[src/nsdq_pkg.sv]
// Package for the noise-shaped dither quantizer.
// Holds the state and result types and the fixed constants; no dependencies.
package nsdq_pkg;

  localparam logic [31:0] LCG_MUL      = 32'h0019_660D;
  localparam logic [31:0] LCG_INC      = 32'h3C6E_F35F;
  localparam logic [31:0] COUNT_FULL   = 32'hFFFF_FFFF;
  localparam logic [4:0]  OUT_BITS_MIN = 5'd8;
  localparam logic [4:0]  OUT_BITS_MAX = 5'd24;
  localparam logic [4:0]  OUT_BITS_RST = 5'd16;

  typedef struct packed {
    logic [31:0] tap0;
    logic [31:0] tap1;
    logic [31:0] tap2;
    logic [31:0] seed;
  } chan_state_t;

  typedef struct packed {
    logic [31:0] clip_total;
    logic [31:0] overshoot_peak;
    logic [31:0] level_peak;
  } clip_stats_t;

  typedef struct packed {
    logic signed [23:0] sample_out;
    logic               clipped;
    logic [31:0]        clip_count;
    logic [30:0]        peak_overshoot;
    logic [30:0]        peak_level;
  } result_t;

endpackage

[src/nsdq_if.sv]
// Item channel interfaces for the noise-shaped dither quantizer.
// Input carries channel and sample; output carries the quantized result. No dependencies.
interface nsdq_in_if;
  logic               valid;
  logic               ready;
  logic               channel;
  logic signed [31:0] sample_in;

  modport source (output valid, output channel, output sample_in, input ready);
  modport sink   (input valid, input channel, input sample_in, output ready);
endinterface

interface nsdq_out_if;
  logic               valid;
  logic               ready;
  logic signed [23:0] sample_out;
  logic               clipped;
  logic [31:0]        clip_count;
  logic [30:0]        peak_overshoot;
  logic [30:0]        peak_level;

  modport source (output valid, output sample_out, output clipped, output clip_count,
                  output peak_overshoot, output peak_level, input ready);
  modport sink   (input valid, input sample_out, input clipped, input clip_count,
                  input peak_overshoot, input peak_level, output ready);
endinterface

[src/nsdq_datapath.sv]
// Single-pass datapath: noise shaping, bias, TPDF dither, clip statistics, quantize.
// Combinational; uses nsdq_pkg types and constants.
module nsdq_datapath
  import nsdq_pkg::*;
#(
  parameter int FRAC_BITS = 28
) (
  input  logic [4:0]  out_bits_i,
  input  logic [31:0] sample_i,
  input  chan_state_t chan_i,
  input  clip_stats_t stats_i,
  output chan_state_t chan_o,
  output clip_stats_t stats_o,
  output result_t     res_o
);

  localparam logic [31:0] ONE_FX = 32'd1 << FRAC_BITS;
  localparam logic [31:0] MAX_FX = ONE_FX - 32'd1;
  localparam logic [31:0] MIN_FX = 32'd0 - ONE_FX;

  logic [4:0]  bits;
  logic [5:0]  scale;
  logic [5:0]  bias_sh;
  logic [31:0] mask;
  logic [31:0] smp;
  logic [31:0] outv;
  logic [31:0] rnd;
  logic [31:0] lvl;
  logic [31:0] s_lim;
  logic [31:0] neg_peak;
  logic [31:0] over;
  logic [31:0] qv;
  logic        clip;

  always_comb begin
    if (out_bits_i < OUT_BITS_MIN) begin
      bits = OUT_BITS_MIN;
    end else if (out_bits_i > OUT_BITS_MAX) begin
      bits = OUT_BITS_MAX;
    end else begin
      bits = out_bits_i;
    end
    scale   = 6'(FRAC_BITS + 1) - {1'b0, bits};
    bias_sh = 6'(FRAC_BITS) - {1'b0, bits};
    mask    = (32'd1 << scale) - 32'd1;

    smp  = sample_i + chan_i.tap0 - chan_i.tap1 + chan_i.tap2;
    rnd  = chan_i.seed * LCG_MUL + LCG_INC;
    outv = smp + (32'd1 << bias_sh) + (rnd & mask) - (chan_i.seed & mask);

    stats_o  = stats_i;
    lvl      = outv;
    s_lim    = smp;
    clip     = 1'b0;
    over     = '0;
    neg_peak = 32'd0 - stats_i.level_peak;
    priority if ($signed(outv) >= $signed(stats_i.level_peak)) begin
      if ($signed(outv) > $signed(MAX_FX)) begin
        clip = 1'b1;
        over = outv - MAX_FX;
        lvl  = MAX_FX;
        if ($signed(smp) > $signed(MAX_FX)) begin
          s_lim = MAX_FX;
        end
      end
      stats_o.level_peak = lvl;
    end else if ($signed(outv) < $signed(neg_peak)) begin
      if ($signed(outv) < $signed(MIN_FX)) begin
        clip = 1'b1;
        over = MIN_FX - outv;
        lvl  = MIN_FX;
        if ($signed(smp) < $signed(MIN_FX)) begin
          s_lim = MIN_FX;
        end
      end
      stats_o.level_peak = 32'd0 - lvl;
    end else begin
      stats_o.level_peak = stats_i.level_peak;
    end

    if (clip) begin
      if (stats_i.clip_total != COUNT_FULL) begin
        stats_o.clip_total = stats_i.clip_total + 32'd1;
      end
      if ($signed(over) > $signed(stats_i.overshoot_peak)) begin
        stats_o.overshoot_peak = over;
      end
    end

    qv = lvl & ~mask;

    chan_o.tap2 = chan_i.tap1;
    chan_o.tap1 = {chan_i.tap0[31], chan_i.tap0[31:1]}
                + {31'd0, chan_i.tap0[31] & chan_i.tap0[0]};
    chan_o.tap0 = s_lim - qv;
    chan_o.seed = rnd;

    res_o.sample_out     = 24'($signed(qv) >>> scale);
    res_o.clipped        = clip;
    res_o.clip_count     = stats_o.clip_total;
    res_o.peak_overshoot = stats_o.overshoot_peak[30:0];
    res_o.peak_level     = stats_o.level_peak[30:0];
  end

endmodule

[src/noise_shaped_dither_quantizer.sv]
// Noise-shaped dither quantizer, top level. Path: input register, then result register (drives
// out_o.valid); a stall on out_o holds both. Throughput: one item per cycle unless out_o stalls,
// set by the combinational shaper/LCG/clip path feeding back into the per-channel state.
// Reset: shaper taps, dither seeds and clip statistics clear to zero; output_bits = 16.
// Uses nsdq_pkg, nsdq_if and nsdq_datapath.
module noise_shaped_dither_quantizer
  import nsdq_pkg::*;
#(
  parameter int FRAC_BITS = 28
) (
  input  logic          clk_i,
  input  logic          rst_ni,
  input  logic          cfg_we_i,
  input  logic [4:0]    cfg_data_i,
  nsdq_in_if.sink       in_i,
  nsdq_out_if.source    out_o
);

  logic [4:0]  out_bits_q;
  logic        s1_v_q;
  logic        s1_ch_q;
  logic [31:0] s1_smp_q;
  logic        out_v_q;
  result_t     res_q;
  chan_state_t chan_q [2];
  clip_stats_t stats_q;

  chan_state_t chan_d;
  clip_stats_t stats_d;
  result_t     res_d;
  logic        adv;

  assign adv        = s1_v_q && (!out_v_q || out_o.ready);
  assign in_i.ready = !s1_v_q || adv;

  nsdq_datapath #(
    .FRAC_BITS (FRAC_BITS)
  ) u_dp (
    .out_bits_i (out_bits_q),
    .sample_i   (s1_smp_q),
    .chan_i     (chan_q[s1_ch_q]),
    .stats_i    (stats_q),
    .chan_o     (chan_d),
    .stats_o    (stats_d),
    .res_o      (res_d)
  );

  always_ff @(posedge clk_i or negedge rst_ni) begin
    if (!rst_ni) begin
      out_bits_q <= OUT_BITS_RST;
    end else if (cfg_we_i) begin
      out_bits_q <= cfg_data_i;
    end
  end

  always_ff @(posedge clk_i or negedge rst_ni) begin
    if (!rst_ni) begin
      s1_v_q <= 1'b0;
    end else if (in_i.ready) begin
      s1_v_q <= in_i.valid;
    end
  end

  always_ff @(posedge clk_i) begin
    if (in_i.valid && in_i.ready) begin
      s1_ch_q  <= in_i.channel;
      s1_smp_q <= in_i.sample_in;
    end
  end

  always_ff @(posedge clk_i or negedge rst_ni) begin
    if (!rst_ni) begin
      chan_q[0] <= '0;
      chan_q[1] <= '0;
      stats_q   <= '0;
    end else if (adv) begin
      chan_q[s1_ch_q] <= chan_d;
      stats_q         <= stats_d;
    end
  end

  always_ff @(posedge clk_i or negedge rst_ni) begin
    if (!rst_ni) begin
      out_v_q <= 1'b0;
    end else if (adv) begin
      out_v_q <= 1'b1;
    end else if (out_o.ready) begin
      out_v_q <= 1'b0;
    end
  end

  always_ff @(posedge clk_i) begin
    if (adv) begin
      res_q <= res_d;
    end
  end

  assign out_o.valid          = out_v_q;
  assign out_o.sample_out     = res_q.sample_out;
  assign out_o.clipped        = res_q.clipped;
  assign out_o.clip_count     = res_q.clip_count;
  assign out_o.peak_overshoot = res_q.peak_overshoot;
  assign out_o.peak_level     = res_q.peak_level;

`ifndef SYNTHESIS
  a_count_monotonic: assert property (@(posedge clk_i) disable iff (!rst_ni)
    1'b1 |=> stats_q.clip_total >= $past(stats_q.clip_total))
    else $error("clip count decreased");

  a_clip_counted: assert property (@(posedge clk_i) disable iff (!rst_ni)
    (out_v_q && res_q.clipped) |-> (res_q.clip_count != 32'd0))
    else $error("clipped item with zero clip count");

  a_stall_cause: assert property (@(posedge clk_i) disable iff (!rst_ni)
    !in_i.ready |-> (s1_v_q && out_v_q && !out_o.ready))
    else $error("input stalled without a full pipeline");

  a_stats_hold: assert property (@(posedge clk_i) disable iff (!rst_ni)
    !adv |=> $stable(stats_q))
    else $error("statistics changed without an item");
`endif

endmodule

[src/flat_wrapper.sv]
// flat-port wrapper written by rule: the top's interface ports become plain ports
module noise_shaped_dither_quantizer_flat import nsdq_pkg::*;
#(
  parameter int FRAC_BITS = 28
)
  (clk_i, rst_ni, cfg_we_i, cfg_data_i, in_i_valid, in_i_channel, in_i_sample_in, in_i_ready, out_o_valid, out_o_sample_out, out_o_clipped, out_o_clip_count, out_o_peak_overshoot, out_o_peak_level, out_o_ready);
  nsdq_in_if in_i_i ();
  nsdq_out_if out_o_i ();
  input  logic clk_i;
  input  logic rst_ni;
  input  logic cfg_we_i;
  input  logic [4:0] cfg_data_i;
  input wire logic [$bits(in_i_i.valid)-1:0] in_i_valid;
  input wire logic [$bits(in_i_i.channel)-1:0] in_i_channel;
  input wire logic [$bits(in_i_i.sample_in)-1:0] in_i_sample_in;
  output wire logic [$bits(in_i_i.ready)-1:0] in_i_ready;
  output wire logic [$bits(out_o_i.valid)-1:0] out_o_valid;
  output wire logic [$bits(out_o_i.sample_out)-1:0] out_o_sample_out;
  output wire logic [$bits(out_o_i.clipped)-1:0] out_o_clipped;
  output wire logic [$bits(out_o_i.clip_count)-1:0] out_o_clip_count;
  output wire logic [$bits(out_o_i.peak_overshoot)-1:0] out_o_peak_overshoot;
  output wire logic [$bits(out_o_i.peak_level)-1:0] out_o_peak_level;
  input wire logic [$bits(out_o_i.ready)-1:0] out_o_ready;
  assign in_i_i.valid = in_i_valid;
  assign in_i_i.channel = in_i_channel;
  assign in_i_i.sample_in = in_i_sample_in;
  assign in_i_ready = in_i_i.ready;
  assign out_o_valid = out_o_i.valid;
  assign out_o_sample_out = out_o_i.sample_out;
  assign out_o_clipped = out_o_i.clipped;
  assign out_o_clip_count = out_o_i.clip_count;
  assign out_o_peak_overshoot = out_o_i.peak_overshoot;
  assign out_o_peak_level = out_o_i.peak_level;
  assign out_o_i.ready = out_o_ready;
  noise_shaped_dither_quantizer #(.FRAC_BITS(FRAC_BITS)) u_core (.clk_i(clk_i), .rst_ni(rst_ni), .cfg_we_i(cfg_we_i), .cfg_data_i(cfg_data_i), .in_i(in_i_i), .out_o(out_o_i));
endmodule
[config.mk]
export PLATFORM = sky130hd
export DESIGN_NAME = noise_shaped_dither_quantizer_flat
export DESIGN_NICKNAME = d
export VERILOG_FILES = /design/src/nsdq_pkg.sv /design/src/nsdq_if.sv /design/src/nsdq_datapath.sv /design/src/noise_shaped_dither_quantizer.sv /design/src/flat_wrapper.sv
export SDC_FILE = /design/constraint.sdc
export NUM_CORES = 2
export LEC_CHECK = 0
export ABC_AREA = 0
export ABC_CLOCK_PERIOD_IN_PS = 21800
export BUFFER_PORTS_ARGS = -buffer_cell sky130_fd_sc_hd__buf_2
export CORE_UTILIZATION = 51
export DETAILED_ROUTE_END_ITERATION = 12
export PLACE_DENSITY = 0.72
export SYNTH_ARGS = -nofsm -noshare
export SYNTH_HDL_FRONTEND = slang
export SYNTH_SLANG_ARGS = --single-unit
[constraint.sdc]
create_clock -name clk_i -period 21.8 [get_ports clk_i]
set_clock_uncertainty 0.15 [all_clocks]
set_input_delay 1.09 -clock clk_i [delete_from_list [all_inputs] [get_ports clk_i]]
set_output_delay 1.09 -clock clk_i [all_outputs]
set_load 0.01 [all_outputs]
## After elaboration in Yosys (flattened, before gate mapping)

Index checks and enable logic that the tools add are counted.

| word-level totals | value |
|---|---|
| bits of input ports | 43 |
| memories | 0 |
| memory bits (writable) | 0 |
| word-level logic and storage cells | 108 |
| ROM bits | 0 |
| output and inout port bits | 121 |
| latch bits | 0 |
| register bits | 511 |

| cells by class | value |
|---|---|
| bitwise operators | 6 |
| divide/modulo/power cells | 0 |
| $lt $le $gt $ge | 11 |
| shift operators | 3 |
| equality and inequality tests | 1 |
| mux-type cells | 35 |
| add/subtract/negate cells | 17 |
| reduce and logical (&&, ||, !) cells | 11 |
| multiply operators | 1 |

Operators by type and width:

| kind | count |
|---|---|
| $mux W32 | 20 |
| $mux W128 | 4 |
| $bwmux W256 | 1 |
| $add A32 B32 Y32 | 4 |
| $demux W128 S1 | 1 |
| $and A32 B32 Y32 | 3 |
| $sub A32 B32 Y32 | 3 |
| $gt A32 B29 Y1 const B | 2 |
| $lt A32 B29 Y1 const B | 2 |
| $mux W64 | 1 |
| $shl A1 B6 Y32 const A | 2 |
| $sub A1 B32 Y32 const A | 2 |
| $add A31 B2 Y32 | 1 |
| $add A32 B1 Y32 const B | 1 |
| $add A32 B30 Y32 const B | 1 |
| $ge A32 B32 Y1 | 1 |
| $gt A32 B32 Y1 | 1 |
| $lt A32 B32 Y1 | 1 |
| $mul A32 B21 Y32 const B | 1 |
| $ne A32 B32 Y1 const B | 1 |
| $not A32 Y32 | 1 |
| $sshr A32 B6 Y24 | 1 |
| $sub A32 B1 Y32 const B | 1 |
| $sub A32 B28 Y32 const B | 1 |
| other kinds (16) | 28 |

## Logic depth before layout (Yosys ltp)

| depth | value |
|---|---|
| depth in word-level cells | 19 |
| mapped depth | 80 |
| depth with buffers taken out | 68 |

## By module

Synthesis repeated with hierarchy kept, for this count alone.

| unflattened totals | value |
|---|---|
| cells, all modules | 4672 |
| area total of the unflattened synthesis | 46334.4 um^2 |

By module, submodules not included:

| module | cells each | area an instance (um^2) | times used | sequential area each (um^2) |
|---|---|---|---|---|
| nsdq_datapath | 3614 | 26711.9 | 1 | 0.0 |
| noise_shaped_dither_quantizer | 1058 | 19622.6 | 1 | 13549.2 |

## Worst setup path after synthesis

Ideal clock, no wire load.

| timing path | value |
|---|---|
| path kind | register to register |
| start | reg u_core.s1_ch_q |
| end | reg u_core.chan_q[254] in the netlist's numbering |
| setup slack | 4.226 ns |
| arrival time | 17.300 ns |
| data required time | 21.525 ns |
| period minus slack after synthesis | 17.574 ns |
| setup time | 0.125 ns |
| path buffers | 14 |
| stages on the path, launching flop included | 75 |
| path through | edfxtp_1 -> buf_2 -> buf_2 -> clkbuf_1 -> clkbuf_1 -> clkbuf_1 -> clkbuf_1 -> clkbuf_1 -> buf_1 -> mux2i_1 -> inv_1 -> ha_1 -> ha_1 -> inv_1 -> fa_1 -> fa_1 -> inv_1 -> fa_1 -> [39 not listed] -> ha_1 -> inv_1 -> fa_1 -> a21o_1 -> a21oi_1 -> o21bai_1 -> a21o_1 -> a21oi_1 -> o21ai_0 -> a22o_1 -> o211a_1 -> a41oi_1 -> a211o_1 -> o2111ai_1 -> a31oi_1 -> o21ai_0 -> xor2_1 -> mux2_2 |

RTL lines:

| element | RTL line | source |
|---|---|---|
| start, declared | noise_shaped_dither_quantizer.sv:21 | `logic s1_ch_q;` |
| start signal, assigned | noise_shaped_dither_quantizer.sv:66 | `s1_ch_q <= in_i.channel;` |
| end signal, assigned by index | noise_shaped_dither_quantizer.sv:77 | `chan_q[s1_ch_q] <= chan_d;` |
| end, declared | noise_shaped_dither_quantizer.sv:25 | `chan_state_t chan_q [2];` |

## Worst setup path after layout

| timing path | value |
|---|---|
| start | reg u_core.s1_ch_q |
| end | reg u_core.stats_q[62] in the netlist's numbering |

| on the way | value |
|---|---|
| longest elaborated chain between the ends | 17 |
| elaborated cells on any way between the ends | 31 |
| those cells by class | 9 x add/sub; 1 x mul; 5 x order compare; 13 x mux; 3 x bitwise |

RTL lines:

| element | RTL line | source |
|---|---|---|
| $not A1 Y2 (not written as such) * | noise_shaped_dither_quantizer.sv:41 | `.chan_i (chan_q[s1_ch_q]),` |
| $mux W128 (not written as such) * (3 in series) | noise_shaped_dither_quantizer.sv:41 |  |
| $add A32 B32 Y32 | nsdq_datapath.sv:47 | `smp = sample_i + chan_i.tap0 - chan_i.tap1 + chan_i.tap2;` |
| $sub A32 B32 Y32 | nsdq_datapath.sv:47 |  |
| $add A32 B32 Y32 | nsdq_datapath.sv:47 |  |
| $add A32 B32 Y32 (2 in series) | nsdq_datapath.sv:49 | `outv = smp + (32'd1 << bias_sh) + (rnd & mask) - (chan_i.seed & mask);` |
| $sub A32 B32 Y32 * | nsdq_datapath.sv:49 |  |
| $sub A32 B32 Y32 or $lt A32 B29 Y1 (tied branches) | nsdq_datapath.sv:70, nsdq_datapath.sv:68 |  |
| $mux W32 | nsdq_datapath.sv:68 | `if ($signed(outv) < $signed(MIN_FX)) begin` |
| $mux W32 | nsdq_datapath.sv:67 | `end else if ($signed(outv) < $signed(neg_peak)) begin` |
| $mux W32 | nsdq_datapath.sv:57 | `priority if ($signed(outv) >= $signed(stats_i.level_peak)) begin` |
| $gt A32 B32 Y1 | nsdq_datapath.sv:85 | `if ($signed(over) > $signed(stats_i.overshoot_peak)) begin` |
| $mux W32 | nsdq_datapath.sv:85 |  |
| $mux W64 * | nsdq_datapath.sv:81 | `if (clip) begin` |
| end signal, assigned | noise_shaped_dither_quantizer.sv:78 | `stats_q <= stats_d;` |
| end, declared | noise_shaped_dither_quantizer.sv:26 | `clip_stats_t stats_q;` |

Every way passes the cells marked *; elsewhere a longest branch is shown, timed or not. The select of a mux whose other input is x is not followed.
A chain may end at the register's enable or synchronous reset.

==> results_dict.tcl <==
set metrics [dict create \
    cts_buffer_count 57 \
    count_of_maximum_capacitance_violations 0 \
    initial_utilization_pct 51.8 \
    vias_per_cell 5.97 \
    areaGrowthSynthToFinish_pct 9.11 \
    grt_setup_unrepaired "no" \
    drt_first_iter_violations 3522 \
    routed-via-count 36800 \
    synth_seq_cells 511 \
    synth.cell_area_um2 44400 \
    routed_wl_um 139000 \
    postCtsSetupBuffers 0 \
    layout.cells.most_common_list "770 x nand2_1, 551 x inv_1, 358 x dfrtp_1" \
    design.portCount 164 \
    number_of_antenna_violations_at_the_first_check_in_global_routing 2 \
    post_route_cells_drive_above_1_share_pct 12.0 \
    fmaxAchievable_mhz 55.7 \
    post_synth_main_area_contributors "dfrtp_1 20%, fa_1 12%, edfxtp_1 10%" \
    htree_levels 2 \
    yosysSeqAreaShare_pct 30.5 \
    max-clock-path-buffers 3 \
    critical-path-top-delay-family "adder cells" \
    criticalPathCategory "reg -> reg" \
    die_area_um2 88300 \
    ys_warns 0 \
    cp.buffers_inverters 8 \
    detail_route.drc_violations 0 \
    crit_fanout 62 \
    clock_pin_slew_on_the_worst_setup_and_hold_paths_ns 0.06 \
    synth-edff-count 152 \
    routedWlPerCell_um 22.6 \
    timing.slew.headroom_pct 21.8 \
    finalHoldViolations 0 \
    grt.overflow.total 0 \
    seq_area_um2 13500 \
    fp.dieW_um 297 \
    num-nets-final 5626 \
    gr-usage-all-layers_pct 31.3 \
    cts_tree "built" \
    synth-main-ff-cell "dfrtp_1" \
    via_count_of_the_first_global_routing_pass 36500 \
    mostFrequentLayoutCell "nand2_1" \
    place.port_buffers 163 \
    post-dp-hpwl_um 107000 \
    total_area_of_multi_input_combinational_cells_um2 28000 \
    postRouteAntennaNets 0 \
    synthesis.area_per_instance_um2 9.12 \
    clkLatencyLatePin_ns 0.66 \
    clock-sinks 511 \
    critPathSlowestCell "and2_2" \
    cpPeakStageDelay_ns 0.93 \
    timing.final.max_slew_violations 0 \
    cts-root-buf "clkbuf_16" \
    final_layout_setup_total_negative_slack_ns 0 \
    worst-endpoint-arrival_ns 18.36 \
    critical_path_required_ns 22.19 \
    maximum_number_of_pins_on_one_net_before_global_route_repair 150 \
    drt_first_pass_iters 7 \
    die_y_um 297 \
    layout_worst_path_cycle_share_pct 82.4 \
    number_of_hold_buffers_added_after_cts 0 \
    syn_inst 4871 \
    gp_congestion 1.09 \
    grt_first_pass_wirelength_um 215000 \
    setup_viol 0 \
    fp_rows 107 \
    core_area_um2 85700 \
    worst_margin_slew_ns 1.17 \
    min_clock_period_post_route_ns 17.96 \
    synth_area_leader_cell "dfrtp_1" \
    min-delay-path-class "reg -> reg" \
    post_cts_resize_count 0 \
    post_synth_num_cell_types 106 \
    async_reset_ff_share_pct 70.3 \
    crit_path_end_kind "register" \
    synth.top_cell.area_share_pct 20.2 \
    setup.worst_path.start_class "register" \
    run_status "complete, no violations" \
    fill_cells 7620 \
]
## kinds of logic after synthesis
kind of cell             count (synthesis)  synth area share, %
multiplexers                           278                 6.90
AO/OA/AOI/OAI                          922                 13.5
flip-flops                             511                 30.5
XOR/XNOR                               299                 5.95
adder cells (fa/ha/maj)                617                 21.8
buffers and inverters                  760                 6.51
AND/OR/NAND/NOR                       1483                 14.8
other                                    1              0.00844
## state kept, by name (all words and copies together), names as in the netlist
name and cells:
u_core.s1_v_q 1, u_core.chan_q 256, u_core.out_o.clipped 1, u_core.out_o.peak_level 31, u_core.out_o.clip_count 32, u_core.out_o.sample_out 24, u_core.s1_smp_q 32, u_core.out_bits_q 5
u_core.s1_ch_q 1, u_core.out_o.peak_overshoot 31, u_core.stats_q 96, u_core.out_o.valid 1
## metal layers
metal,global-route usage [%],wire length [um],vias up
li1,-,-,16800
met1,40.9,56600,17800
met2,50.0,63500,1723
met3,5.34,10900,447
met4,16.1,8160,6
met5,0,42,-
## path summary, 6_finish.rpt
check                                               start                             end  slack, ns  depth (start not counted)
max in group asynchronous                          rst_ni  u_core.chan_q[221]$_DFFE_PN0P_      18.94                          3
min reg2reg                u_core.chan_q[140]$_DFFE_PN0P_  u_core.chan_q[140]$_DFFE_PN0P_       0.32                          2
min                        u_core.chan_q[140]$_DFFE_PN0P_  u_core.chan_q[140]$_DFFE_PN0P_       0.32                          2
min in group asynchronous                          rst_ni  u_core.stats_q[47]$_DFFE_PN0P_       0.33                          1
max reg2reg                      u_core.s1_ch_q$_DFFE_PP_  u_core.stats_q[62]$_DFFE_PN0P_       3.84                         58
max                              u_core.s1_ch_q$_DFFE_PP_  u_core.stats_q[62]$_DFFE_PN0P_       3.84                         58
## worst reg2reg max path: cells and delay by family (launching register included)
| kind | cells | cell delay [ns] |
|---|---|---|
| multiplexers | 2 | 1.05 |
| AND/OR/NAND/NOR | 13 | 4.24 |
| buffers and inverters | 8 | 1.59 |
| XOR/XNOR | 2 | 0.88 |
| adder cells (fa/ha/maj) | 12 | 5.13 |
| AO/OA/AOI/OAI | 21 | 4.50 |
| flip-flops | 1 | 0.32 |
## cell type report
cell class              instances  area share (%)
clock inverters                27           0.609
flip-flops and latches        511            28.0
well taps                    1144            2.95
diodes                          1         0.00516
repair buffers                233            2.81
multi-input cells            3604            57.9
clock buffers                  81            3.44
inverters                     559            4.34
## cells in the mapped netlist, types with 43 or more instances
master / count
nand4_1: 45
clkbuf_1: 167
o21ai_0: 238
mux2_2: 200
inv_1: 552
nor2_1: 267
nor2b_1: 43
mux2i_1: 75
fa_1: 264
nand2_1: 771
xnor2_1: 212
ha_1: 353
nor3_1: 89
nand3_1: 80
a21oi_1: 205
a21o_1: 82
xor2_1: 85
dfrtp_1: 358
edfxtp_1: 152
o22ai_1: 57
## stage by stage
step / hold slack, ns / utilization [%] / area [um^2] / cells / setup slack (ns)
5_1_grt: 0.344 / 56.6 / 48500 / 6159 / 2.60
2_1_floorplan: 0.288 / - / 44400 / 4875 / 4.23
4_1_cts: 0.324 / 56.6 / 48500 / 6159 / 4.01
3_3_place_gp: 0.304 / 54.3 / 46500 / 6051 / 4.23
3_5_place_dp: 0.309 / 54.3 / 46500 / 6051 / 4.03
6_report: 0.321 / 56.6 / 48500 / 6160 / 3.84
Power is left out: the tool's default activity adds up to more than one toggle a clock period on the data nets, which glitch-free logic cannot reach.
